$ cat src/pts_pkg.sv
// ----------------------------------------------------------------------------
// pts_pkg
// shared constants and types for the process table scheduler
// ----------------------------------------------------------------------------
package pts_pkg;

	localparam int Depth = 32;
	localparam int IdxW = $clog2(Depth);
	localparam int CntW = $clog2(Depth + 1);

	localparam logic [3:0] OP_PUSH = 4'd0;
	localparam logic [3:0] OP_POP = 4'd1;
	localparam logic [3:0] OP_CUR = 4'd2;
	localparam logic [3:0] OP_GETWORK = 4'd3;
	localparam logic [3:0] OP_GETSHARE = 4'd4;
	localparam logic [3:0] OP_SUB = 4'd5;
	localparam logic [3:0] OP_SETSHARE = 4'd6;
	localparam logic [3:0] OP_GETSTATE = 4'd7;
	localparam logic [3:0] OP_DELETE = 4'd8;
	localparam logic [3:0] OP_SORTUP = 4'd9;
	localparam logic [3:0] OP_SORTDN = 4'd10;

	localparam logic [2:0] ST_OK = 3'd0;
	localparam logic [2:0] ST_EMPTY = 3'd1;
	localparam logic [2:0] ST_FULL = 3'd2;
	localparam logic [2:0] ST_NOTFOUND = 3'd3;
	localparam logic [2:0] ST_ZERORES = 3'd4;

	typedef struct packed {
		logic [4:0] id;
		logic signed [31:0] work;
		logic signed [31:0] share;
		logic [1:0] pstate;
	} entry_t;

	typedef struct packed {
		logic [2:0] status;
		logic [4:0] pid_out;
		logic signed [31:0] work_out;
		logic signed [31:0] share_out;
		logic [1:0] state_out;
		logic finished;
	} result_t;

	// memory port control between sequencer and table
	typedef struct packed {
		logic we;
		logic [IdxW-1:0] waddr;
		entry_t wdata;
		logic [IdxW-1:0] raddr;
	} mem_req_t;

endpackage

$ cat src/process_table_scheduler.sv
// ----------------------------------------------------------------------------
// process_table_scheduler
// process table with round-robin pick, lookups, compaction and sorting
// ----------------------------------------------------------------------------
// push needs no table read; pop and current read one entry; lookups, subtract and delete
// scan the table, delete then shifts later entries down; set shares divides unset ones;
// sorts are selection sorts. one request in flight; next is taken after the result is taken.
// reset clears count, cursor and control; table contents stay undefined.
module process_table_scheduler (
	input  logic        clk,
	input  logic        arst_n,
	input  logic        s_tvalid,
	output logic        s_tready,
	input  logic [55:0] s_tdata,   // opcode, pid_in, work_amount, resolution
	output logic        m_tvalid,
	input  logic        m_tready,
	output logic [79:0] m_tdata    // status, pid_out, work_out, share_out, state_out, finished
);

	localparam int IW = pts_pkg::IdxW;
	localparam int CW = pts_pkg::CntW;

	typedef enum logic [3:0] {
		IDLE, DEC, SCAN, SUB_WR, SHR_RD, SHR_DIV, DEL_RD, SRT_I, SRT_J, SRT_SW1, SRT_SW2,
		OUT
	} state_t;

	state_t state_q;
	logic [3:0]  op_q;
	logic [4:0]  pid_q;
	logic [30:0] amt_q;
	logic [15:0] res_q;
	logic [CW-1:0] count_q;
	logic [CW-1:0] cur_q;
	logic          cur_valid_q;
	logic [CW-1:0] i_q, j_q, pick_q, hit_q;
	logic          hit_valid_q;
	logic          rd_pend_q;
	pts_pkg::entry_t best_q, ei_q;
	pts_pkg::result_t res_out_q;
	pts_pkg::mem_req_t req;
	pts_pkg::entry_t rdata;
	logic div_start, div_done;
	logic signed [31:0] div_quo;
	logic signed [32:0] left;
	logic better;

	pts_table u_table (.clk(clk), .req(req), .rdata(rdata));
	pts_div u_div (.clk(clk), .arst_n(arst_n), .start(div_start), .dividend(rdata.work),
		.divisor(res_q), .done(div_done), .quotient(div_quo));

	assign s_tready = (state_q == IDLE);
	assign m_tvalid = (state_q == OUT);
	assign m_tdata = {5'd0, res_out_q.finished, res_out_q.state_out, res_out_q.share_out,
		res_out_q.work_out, res_out_q.pid_out, res_out_q.status};
	assign left = 33'(rdata.work) - 33'(amt_q);
	assign better = (op_q == pts_pkg::OP_SORTDN) ? (rdata.work > best_q.work)
		: (rdata.work < best_q.work);

	always_comb begin
		req = '0;
		div_start = 1'b0;
		case (state_q)
			IDLE: begin
				req.waddr = count_q[IW-1:0];
				req.wdata.id = 5'(count_q);
				req.wdata.work = {1'b0, s_tdata[39:9]};
				req.wdata.share = -32'sd1;
				req.wdata.pstate = 2'd0;
				req.we = s_tvalid && s_tdata[3:0] == pts_pkg::OP_PUSH
					&& count_q != CW'(pts_pkg::Depth);
				req.raddr = '0;
			end
			DEC: req.raddr = (op_q == pts_pkg::OP_POP) ?
				((cur_valid_q && cur_q + 1'b1 < count_q) ? IW'(cur_q + 1'b1) : '0)
				: cur_q[IW-1:0];
			SCAN: req.raddr = i_q[IW-1:0];
			SUB_WR: begin
				req.raddr = hit_q[IW-1:0];
				req.waddr = hit_q[IW-1:0];
				req.wdata = rdata;
				req.wdata.work = (left < -33'sd2147483648) ? 32'h80000000 : left[31:0];
				req.we = rd_pend_q;
			end
			SHR_RD: req.raddr = i_q[IW-1:0];
			SHR_DIV: begin
				div_start = rd_pend_q && rdata.share == -32'sd1;
				req.waddr = i_q[IW-1:0];
				req.wdata = ei_q;
				req.wdata.share = div_quo;
				req.we = div_done;
			end
			DEL_RD: begin
				req.raddr = IW'(i_q + 1'b1);
				req.waddr = i_q[IW-1:0];
				req.wdata = rdata;
				req.we = rd_pend_q;
			end
			SRT_I: req.raddr = i_q[IW-1:0];
			SRT_J: req.raddr = j_q[IW-1:0];
			SRT_SW1: req.raddr = pick_q[IW-1:0];
			SRT_SW2: begin
				req.waddr = i_q[IW-1:0];
				req.wdata = best_q;
				req.we = 1'b1;
			end
			default: req = '0;
		endcase
	end

	always_ff @(posedge clk or negedge arst_n) begin
		if (!arst_n) begin
			state_q <= IDLE;
			count_q <= '0;
			cur_valid_q <= 1'b0;
			cur_q <= '0;
			rd_pend_q <= 1'b0;
			hit_valid_q <= 1'b0;
			i_q <= '0; j_q <= '0; pick_q <= '0; hit_q <= '0;
			op_q <= '0;
			pid_q <= '0;
			amt_q <= '0;
			res_q <= '0;
			best_q <= '0;
			ei_q <= '0;
			res_out_q <= '0;
		end else begin
			case (state_q)
				IDLE: if (s_tvalid) begin
					op_q <= s_tdata[3:0];
					pid_q <= s_tdata[8:4];
					amt_q <= s_tdata[39:9];
					res_q <= s_tdata[55:40];
					i_q <= '0;
					rd_pend_q <= 1'b0;
					hit_valid_q <= 1'b0;
					if (s_tdata[3:0] == pts_pkg::OP_PUSH) begin
						if (count_q == CW'(pts_pkg::Depth))
							res_out_q.status <= pts_pkg::ST_FULL;
						else
							count_q <= count_q + 1'b1;
						state_q <= OUT;
					end else if (s_tdata[3:0] > pts_pkg::OP_SORTDN) begin
						state_q <= OUT;
					end else if (count_q == '0) begin
						res_out_q.status <= pts_pkg::ST_EMPTY;
						state_q <= OUT;
					end else if (s_tdata[3:0] == pts_pkg::OP_SETSHARE && s_tdata[55:40] == '0) begin
						res_out_q.status <= pts_pkg::ST_ZERORES;
						state_q <= OUT;
					end else begin
						state_q <= DEC;
					end
				end
				DEC: begin
					case (op_q)
						pts_pkg::OP_POP: begin
							cur_q <= (cur_valid_q && cur_q + 1'b1 < count_q) ? cur_q + 1'b1 : '0;
							cur_valid_q <= 1'b1;
							rd_pend_q <= 1'b1;
							state_q <= SCAN;
						end
						pts_pkg::OP_CUR: begin
							if (!cur_valid_q || cur_q >= count_q) begin
								res_out_q.status <= pts_pkg::ST_EMPTY;
								state_q <= OUT;
							end else begin
								rd_pend_q <= 1'b1;
								state_q <= SCAN;
							end
						end
						pts_pkg::OP_SETSHARE: state_q <= SHR_RD;
						pts_pkg::OP_SORTUP, pts_pkg::OP_SORTDN: state_q <= SRT_I;
						default: state_q <= SCAN;
					endcase
				end
				SCAN: begin
					if (op_q == pts_pkg::OP_POP || op_q == pts_pkg::OP_CUR) begin
						res_out_q.pid_out <= rdata.id;
						state_q <= OUT;
					end else if (!rd_pend_q) begin
						rd_pend_q <= 1'b1;
						i_q <= i_q + 1'b1;
					end else begin
						if (rdata.id == pid_q && !(op_q == pts_pkg::OP_DELETE && hit_valid_q)) begin
							hit_q <= i_q - 1'b1;
							hit_valid_q <= 1'b1;
							ei_q <= rdata;
						end
						if (i_q == count_q) begin
							rd_pend_q <= 1'b0;
							state_q <= SUB_WR;
						end else
							i_q <= i_q + 1'b1;
					end
				end
				SUB_WR: begin
					if (!hit_valid_q) begin
						res_out_q.status <= pts_pkg::ST_NOTFOUND;
						state_q <= OUT;
					end else begin
						case (op_q)
							pts_pkg::OP_GETWORK: begin
								res_out_q.work_out <= ei_q.work;
								state_q <= OUT;
							end
							pts_pkg::OP_GETSHARE: begin
								res_out_q.share_out <= (ei_q.work >= ei_q.share) ? ei_q.share
									: ei_q.work;
								state_q <= OUT;
							end
							pts_pkg::OP_GETSTATE: begin
								res_out_q.state_out <= ei_q.pstate;
								state_q <= OUT;
							end
							pts_pkg::OP_SUB: begin
								if (!rd_pend_q)
									rd_pend_q <= 1'b1;
								else begin
									res_out_q.work_out <= (left < -33'sd2147483648) ?
										32'h80000000 : left[31:0];
									res_out_q.finished <= (left <= 0);
									state_q <= OUT;
								end
							end
							default: begin
								i_q <= hit_q;
								rd_pend_q <= 1'b0;
								state_q <= DEL_RD;
							end
						endcase
					end
				end
				SHR_RD: begin
					rd_pend_q <= 1'b1;
					state_q <= SHR_DIV;
				end
				SHR_DIV: begin
					if (rd_pend_q) begin
						rd_pend_q <= 1'b0;
						ei_q <= rdata;
						if (rdata.share != -32'sd1) begin
							if (i_q + 1'b1 == count_q) state_q <= OUT;
							else begin i_q <= i_q + 1'b1; state_q <= SHR_RD; end
						end
					end else if (div_done) begin
						if (i_q + 1'b1 == count_q) state_q <= OUT;
						else begin i_q <= i_q + 1'b1; state_q <= SHR_RD; end
					end
				end
				DEL_RD: begin
					if (i_q + 1'b1 >= count_q) begin
						count_q <= count_q - 1'b1;
						cur_valid_q <= 1'b0;
						state_q <= OUT;
					end else if (!rd_pend_q)
						rd_pend_q <= 1'b1;
					else begin
						rd_pend_q <= 1'b0;
						i_q <= i_q + 1'b1;
					end
				end
				SRT_I: begin
					if (i_q == count_q) state_q <= OUT;
					else if (!rd_pend_q) rd_pend_q <= 1'b1;
					else begin
						ei_q <= rdata;
						best_q <= rdata;
						pick_q <= i_q;
						j_q <= i_q + 1'b1;
						rd_pend_q <= 1'b0;
						state_q <= SRT_J;
					end
				end
				SRT_J: begin
					if (!rd_pend_q) begin
						if (j_q >= count_q) begin
							if (pick_q != i_q) state_q <= SRT_SW1;
							else begin i_q <= i_q + 1'b1; state_q <= SRT_I; end
						end else
							rd_pend_q <= 1'b1;
					end else begin
						rd_pend_q <= 1'b0;
						if (better) begin
							best_q <= rdata;
							pick_q <= j_q;
						end
						j_q <= j_q + 1'b1;
					end
				end
				SRT_SW1: state_q <= SRT_SW2;
				SRT_SW2: begin
					// swap in two writes: best entry goes to i first, then old entry i goes to pick
					if (pick_q < i_q) begin
						i_q <= pick_q + 1'b1;
						state_q <= SRT_I;
					end else begin
						best_q <= ei_q;
						i_q <= pick_q;
						pick_q <= i_q;
					end
				end
				OUT: if (m_tready) begin
					res_out_q <= '0;
					state_q <= IDLE;
				end
				default: state_q <= IDLE;
			endcase
		end
	end

`ifndef SYNTH
	a_count_range: assert property (@(posedge clk) disable iff (!arst_n)
		count_q <= CW'(pts_pkg::Depth)) else $error("count over depth");
	a_no_take_busy: assert property (@(posedge clk) disable iff (!arst_n)
		m_tvalid |-> !s_tready) else $error("accept while result pending");
	a_out_hold: assert property (@(posedge clk) disable iff (!arst_n)
		m_tvalid && !m_tready |=> m_tvalid && $stable(m_tdata)) else $error("result dropped");
`endif

endmodule

$ cat src/pts_div.sv
// ----------------------------------------------------------------------------
// pts_div
// serial signed 32 by unsigned 16 divider, truncates toward zero
// ----------------------------------------------------------------------------
module pts_div (
	input  logic               clk,
	input  logic               arst_n,
	input  logic               start,
	input  logic signed [31:0] dividend,
	input  logic [15:0]        divisor,
	output logic               done,
	output logic signed [31:0] quotient
);

	logic [31:0] mag_q;
	logic [31:0] quo_q;
	logic [15:0] rem_q;
	logic [15:0] dsr_q;
	logic        neg_q;
	logic [5:0]  cnt_q;
	logic        busy_q;
	logic [16:0] trial;
	logic [16:0] diff;

	assign trial = {rem_q, mag_q[31]};
	assign diff = trial - {1'b0, dsr_q};
	assign quotient = neg_q ? -$signed(quo_q) : $signed(quo_q);

	always_ff @(posedge clk or negedge arst_n) begin
		if (!arst_n) begin
			busy_q <= 1'b0;
			done <= 1'b0;
			cnt_q <= '0;
		end else begin
			done <= 1'b0;
			if (start) begin
				busy_q <= 1'b1;
				cnt_q <= 6'd32;
			end else if (busy_q) begin
				cnt_q <= cnt_q - 6'd1;
				if (cnt_q == 6'd1) begin
					busy_q <= 1'b0;
					done <= 1'b1;
				end
			end
		end
	end

	always_ff @(posedge clk) begin
		if (start) begin
			neg_q <= dividend[31];
			mag_q <= dividend[31] ? 32'(-dividend) : 32'(dividend);
			dsr_q <= divisor;
			rem_q <= '0;
			quo_q <= '0;
		end else if (busy_q) begin
			mag_q <= {mag_q[30:0], 1'b0};
			if (!diff[16]) begin
				rem_q <= diff[15:0];
				quo_q <= {quo_q[30:0], 1'b1};
			end else begin
				rem_q <= trial[15:0];
				quo_q <= {quo_q[30:0], 1'b0};
			end
		end
	end

endmodule

$ cat src/pts_table.sv
// ----------------------------------------------------------------------------
// pts_table
// entry memory, one write and one registered read per cycle
// ----------------------------------------------------------------------------
module pts_table (
	input  logic              clk,
	input  pts_pkg::mem_req_t req,
	output pts_pkg::entry_t   rdata
);

	pts_pkg::entry_t mem [pts_pkg::Depth];

	always_ff @(posedge clk) begin
		if (req.we)
			mem[req.waddr] <= req.wdata;
		rdata <= mem[req.raddr];
	end

endmodule

$ cat config.mk
export PLATFORM = sky130hd
export DESIGN_NAME = process_table_scheduler
export DESIGN_NICKNAME = d
export VERILOG_FILES = /design/src/pts_pkg.sv /design/src/process_table_scheduler.sv /design/src/pts_div.sv /design/src/pts_table.sv
export SDC_FILE = /design/constraint.sdc
export NUM_CORES = 2
export LEC_CHECK = 0
export BUFFER_PORTS_ARGS = -buffer_cell sky130_fd_sc_hd__buf_4
export CAP_MARGIN = 20
export CORE_MARGIN = 4
export CORE_UTILIZATION = 30
export DETAILED_ROUTE_END_ITERATION = 8
export GPL_ROUTABILITY_DRIVEN = 0
export RECOVER_POWER = 100
export SLEW_MARGIN = 20
export SYNTH_ARGS = -nofsm -noshare
export SYNTH_HDL_FRONTEND = slang
export SYNTH_HIERARCHICAL = 1
export SYNTH_SLANG_ARGS = --single-unit
$ cat constraint.sdc
create_clock -name clk -period 5.9 [get_ports clk]
set_input_delay 0.59 -clock clk [delete_from_list [all_inputs] [get_ports clk]]
set_output_delay 0.59 -clock clk [all_outputs]
set_load 0.005 [all_outputs]
==> results.toml <==
[setup_path]
reg2reg_from = "state_q[1]$_DFFE_PN0P_"
slowest_stage = "clkbuf_2"
slowest_delay_ns = 1.10
worstSetupStartpointType = "flop"
required_ns = 6.32
ff2ff_path_depth = 10
path_class = "flop to flop"
r2r_end = "u_table/mem[26][35]$_DFFE_PP_"
ff2ff_setup_slack_ns = 0.22
crit_path_end_kind = "flop"
critical_path.cell_chain = "clkbuf_1 -> nor2b_1 -> nand2_1 -> clkbuf_1 -> nand3_1 -> nand2_1 -> o211ai_1 -> nand3b_1 -> nor2_4 -> clkbuf_2"
cp_max_fo = 25
crit_arrival_ns = 6.09

[logic_synthesis]
synth_top_family_by_area = "multiplexers"
synth-xor-area-share = 0.0105
ys.flop_type = "edfxtp_1"
synth_top_area_cell = "edfxtp_1"
synthMuxAreaShare = 0.168
synth_top_area_frac = 0.610
synth-adder-area-share = 0.0174
syn_area_per_cell_um2 = 18.1
synth_area_um2 = 114000
ys_top_cells_by_area = "edfxtp_1 (61%), mux4_2 (13%), dfrtp_1 (7.1%)"
synth_seq_cells = 2764
synthArstFlopShare = 0.117
synth_compound_area_frac = 0.0515
seq_area_frac_synth = 0.702
netlist_top_cells_count = "edfxtp_1 (2321), mux4_2 (670), dfrtp_1 (324), a21oi_1 (309), nand2_1 (259)"
syn_inst = 6302
synth-simple-area-share = 0.0314
yosysUniqueCellTypes = 92
ys_warn_count = 6
synth_edf_count = 2321
synth.most_common_cell = "edfxtp_1"

[sta]
slew_violations = 1279
fmax_mhz = 176
min_period_ns = 5.68
slew_headroom = -2.26
rsz0062_at_grt = "false"
fin_ws_ns = 0.225
setup_violations = 0
hold_viol = 0
finalSetupTns_ns = 0
hold_ws_ns = 0.0543
finClkSkew_ns = 0.0710
tightest_slew_ns = 4.90
post-route-period-util = 0.962

[clock_tree]
clk_latency_ns = 0.87
cts-root-buf = "clkbuf_16"
clk_pin_slew_worst_paths_ns = 0.06
cts_made_buffers = 295
cts.repair.resized = 0
cts_num_sinks = 2764
htreeDepth = 5
postCtsSetupBuffers = 0
hold_buffers = 36
cts_tree = "done"
clockBufferDepth = 4

[min_path]
min_path_cells = 2
min_path_type = "input pin to flop"
hold_end = "amt_q[28]$_DFFE_PN0P_"
min_from = "s_tdata[37]"

[cells_and_area]
drive_gt1_frac = 0.250
areaGrowthSynthToFinish_pct = 16.1
nets = 6951
fin_cells = 12000
final_cell_area_um2 = 133000
fillers = 35300

[place]
placed_cells = 11400
portBuffers = 136
dpl_cell_area_um2 = 124000
hpwl_um = 199000
place_worst_setup_slack_ns = 0.664

[global_route]
use_met1 = 0.234
grt_pass1_vias = 64600
grt_usage = 0.172
grt_max_degree = 131
grt_pass1_wl_um = 487000
antenna_found_initial = 18
globalRouteMet2Util = 0.278
grt_busiest_layer = "met2"
globalRoute.totalOverflow = 0
use_met3 = 0.0248

[floorplanning]
dieHeight_um = 625
rows = 226
ioPinCount = 142
core_area_um2 = 379000
fp.dieArea_um2 = 391000
chipWidth_um = 625
floorplan.initialDensity = 0.301

[run_status]
violations = "capacitance limit, slew limit"
outcome = "finished, violations left"

[pwr]
ir_drop_mv = 0.317
power_per_cell_area_nw_per_um2 = 541
p_leak_nw = 43.8

[detailed_routing]
drt_wl_total_um = 346000
post_drt_wl_per_cell_um = 28.8
routed_via_density = 5.41
dr.pass1.iters = 6
drt_iter0_markers = 8541
drc_errors = 0
ant_nets = 0
vias = 64900

[run]
cap_violations = 29
==> final cells by class <==
class	count	area, um^2	share of cell area
flip-flops and latches	2764	80200	0.605
clock inverters	135	1340	0.0101
diodes	10	25.0	0.000189
multi-input cells	3026	32200	0.243
repair buffers	480	3840	0.0289
clock buffers	395	8110	0.0612
well taps	5016	6280	0.0473
inverters	167	629	0.00475
==> power by group <==
| part | internal (mW) | total [mW] | switching (mW) |
|---|---|---|---|
| combinational | 9.33 | 24.1 | 14.7 |
| sequential | 27.3 | 29.4 | 2.04 |
| clock | 10.7 | 18.3 | 7.53 |
==> critical path: cells and delay by family (launching register included) <==
kind | cells | cell delay, ns
AO/OA/AOI/OAI | 1 | 0.31
flip-flops | 1 | 0.37
buffers and inverters | 3 | 2.35
AND/OR/NAND/NOR | 6 | 2.21
==> cells in the final DEF (no fill, tap or decap), types with 168 or more instances in the layout <==
cell          n
nand2_1     255
dfrtp_1     323
edfxtp_1   2321
mux2_2      215
a21oi_1     309
mux2i_1     168
buf_4       175
nor2_1      211
mux4_2      670
clkbuf_16   303
==> stage by stage <==
| step | util | power [mW] |
|---|---|---|
| 2_1_floorplan | - | 44.2 |
| 3_3_place_gp | 0.327 | 53.5 |
| 3_5_place_dp | 0.327 | 54.1 |
| 4_1_cts | 0.353 | 72.4 |
| 5_1_grt | 0.350 | 74.8 |
| 6_report | 0.350 | 71.7 |
==> cell families after synthesis <==
| kind of cell | Yosys count |
|---|---|
| multiplexers | 1056 |
| AO/OA/AOI/OAI | 916 |
| flip-flops | 2764 |
| buffers and inverters | 516 |
| other | 1 |
| AND/OR/NAND/NOR | 756 |
| adder cells (fa/ha/maj) | 157 |
| XOR/XNOR | 136 |
==> registers in the layout, summed over array words and instances (netlist names), 16 cells and up <==
| signal | flops |
|---|---|
| u_table/mem | 2272 |
| m_tdata | 75 |
| best_q | 71 |
| ei_q | 71 |
| u_table/rdata | 71 |
| u_div/mag_q | 32 |
| u_div/quo_q | 32 |
| amt_q | 31 |
| res_q | 16 |
| u_div/dsr_q | 16 |
| u_div/rem_q | 16 |
==> metal layers <==
layer,up-vias,wire [um]
li1,26300,-
met1,34500,137000
met2,3303,163000
met3,721,29300
met4,2,15800
met5,-,13
==> worst max path at each step <==
stage / slack [ns] / end / startpoint
2_1_floorplan: -0.08 / u_table/mem[28][0]$_DFFE_PP_ / state_q[0]$_DFFE_PN0P_
3_3_place_gp: 0.48 / u_table/rdata[43]$_DFF_P_ / cur_q[0]$_DFFE_PN0P_
3_5_place_dp: 0.66 / u_table/rdata[32]$_DFF_P_ / cur_q[0]$_DFFE_PN0P_
4_1_cts: 0.66 / u_table/rdata[32]$_DFF_P_ / cur_q[0]$_DFFE_PN0P_
5_1_grt: 0.16 / u_table/mem[26][35]$_DFFE_PP_ / state_q[1]$_DFFE_PN0P_
6_report: 0.22 / u_table/mem[26][35]$_DFFE_PP_ / state_q[1]$_DFFE_PN0P_
No activity file was read; power rests on OpenSTA's default activity.
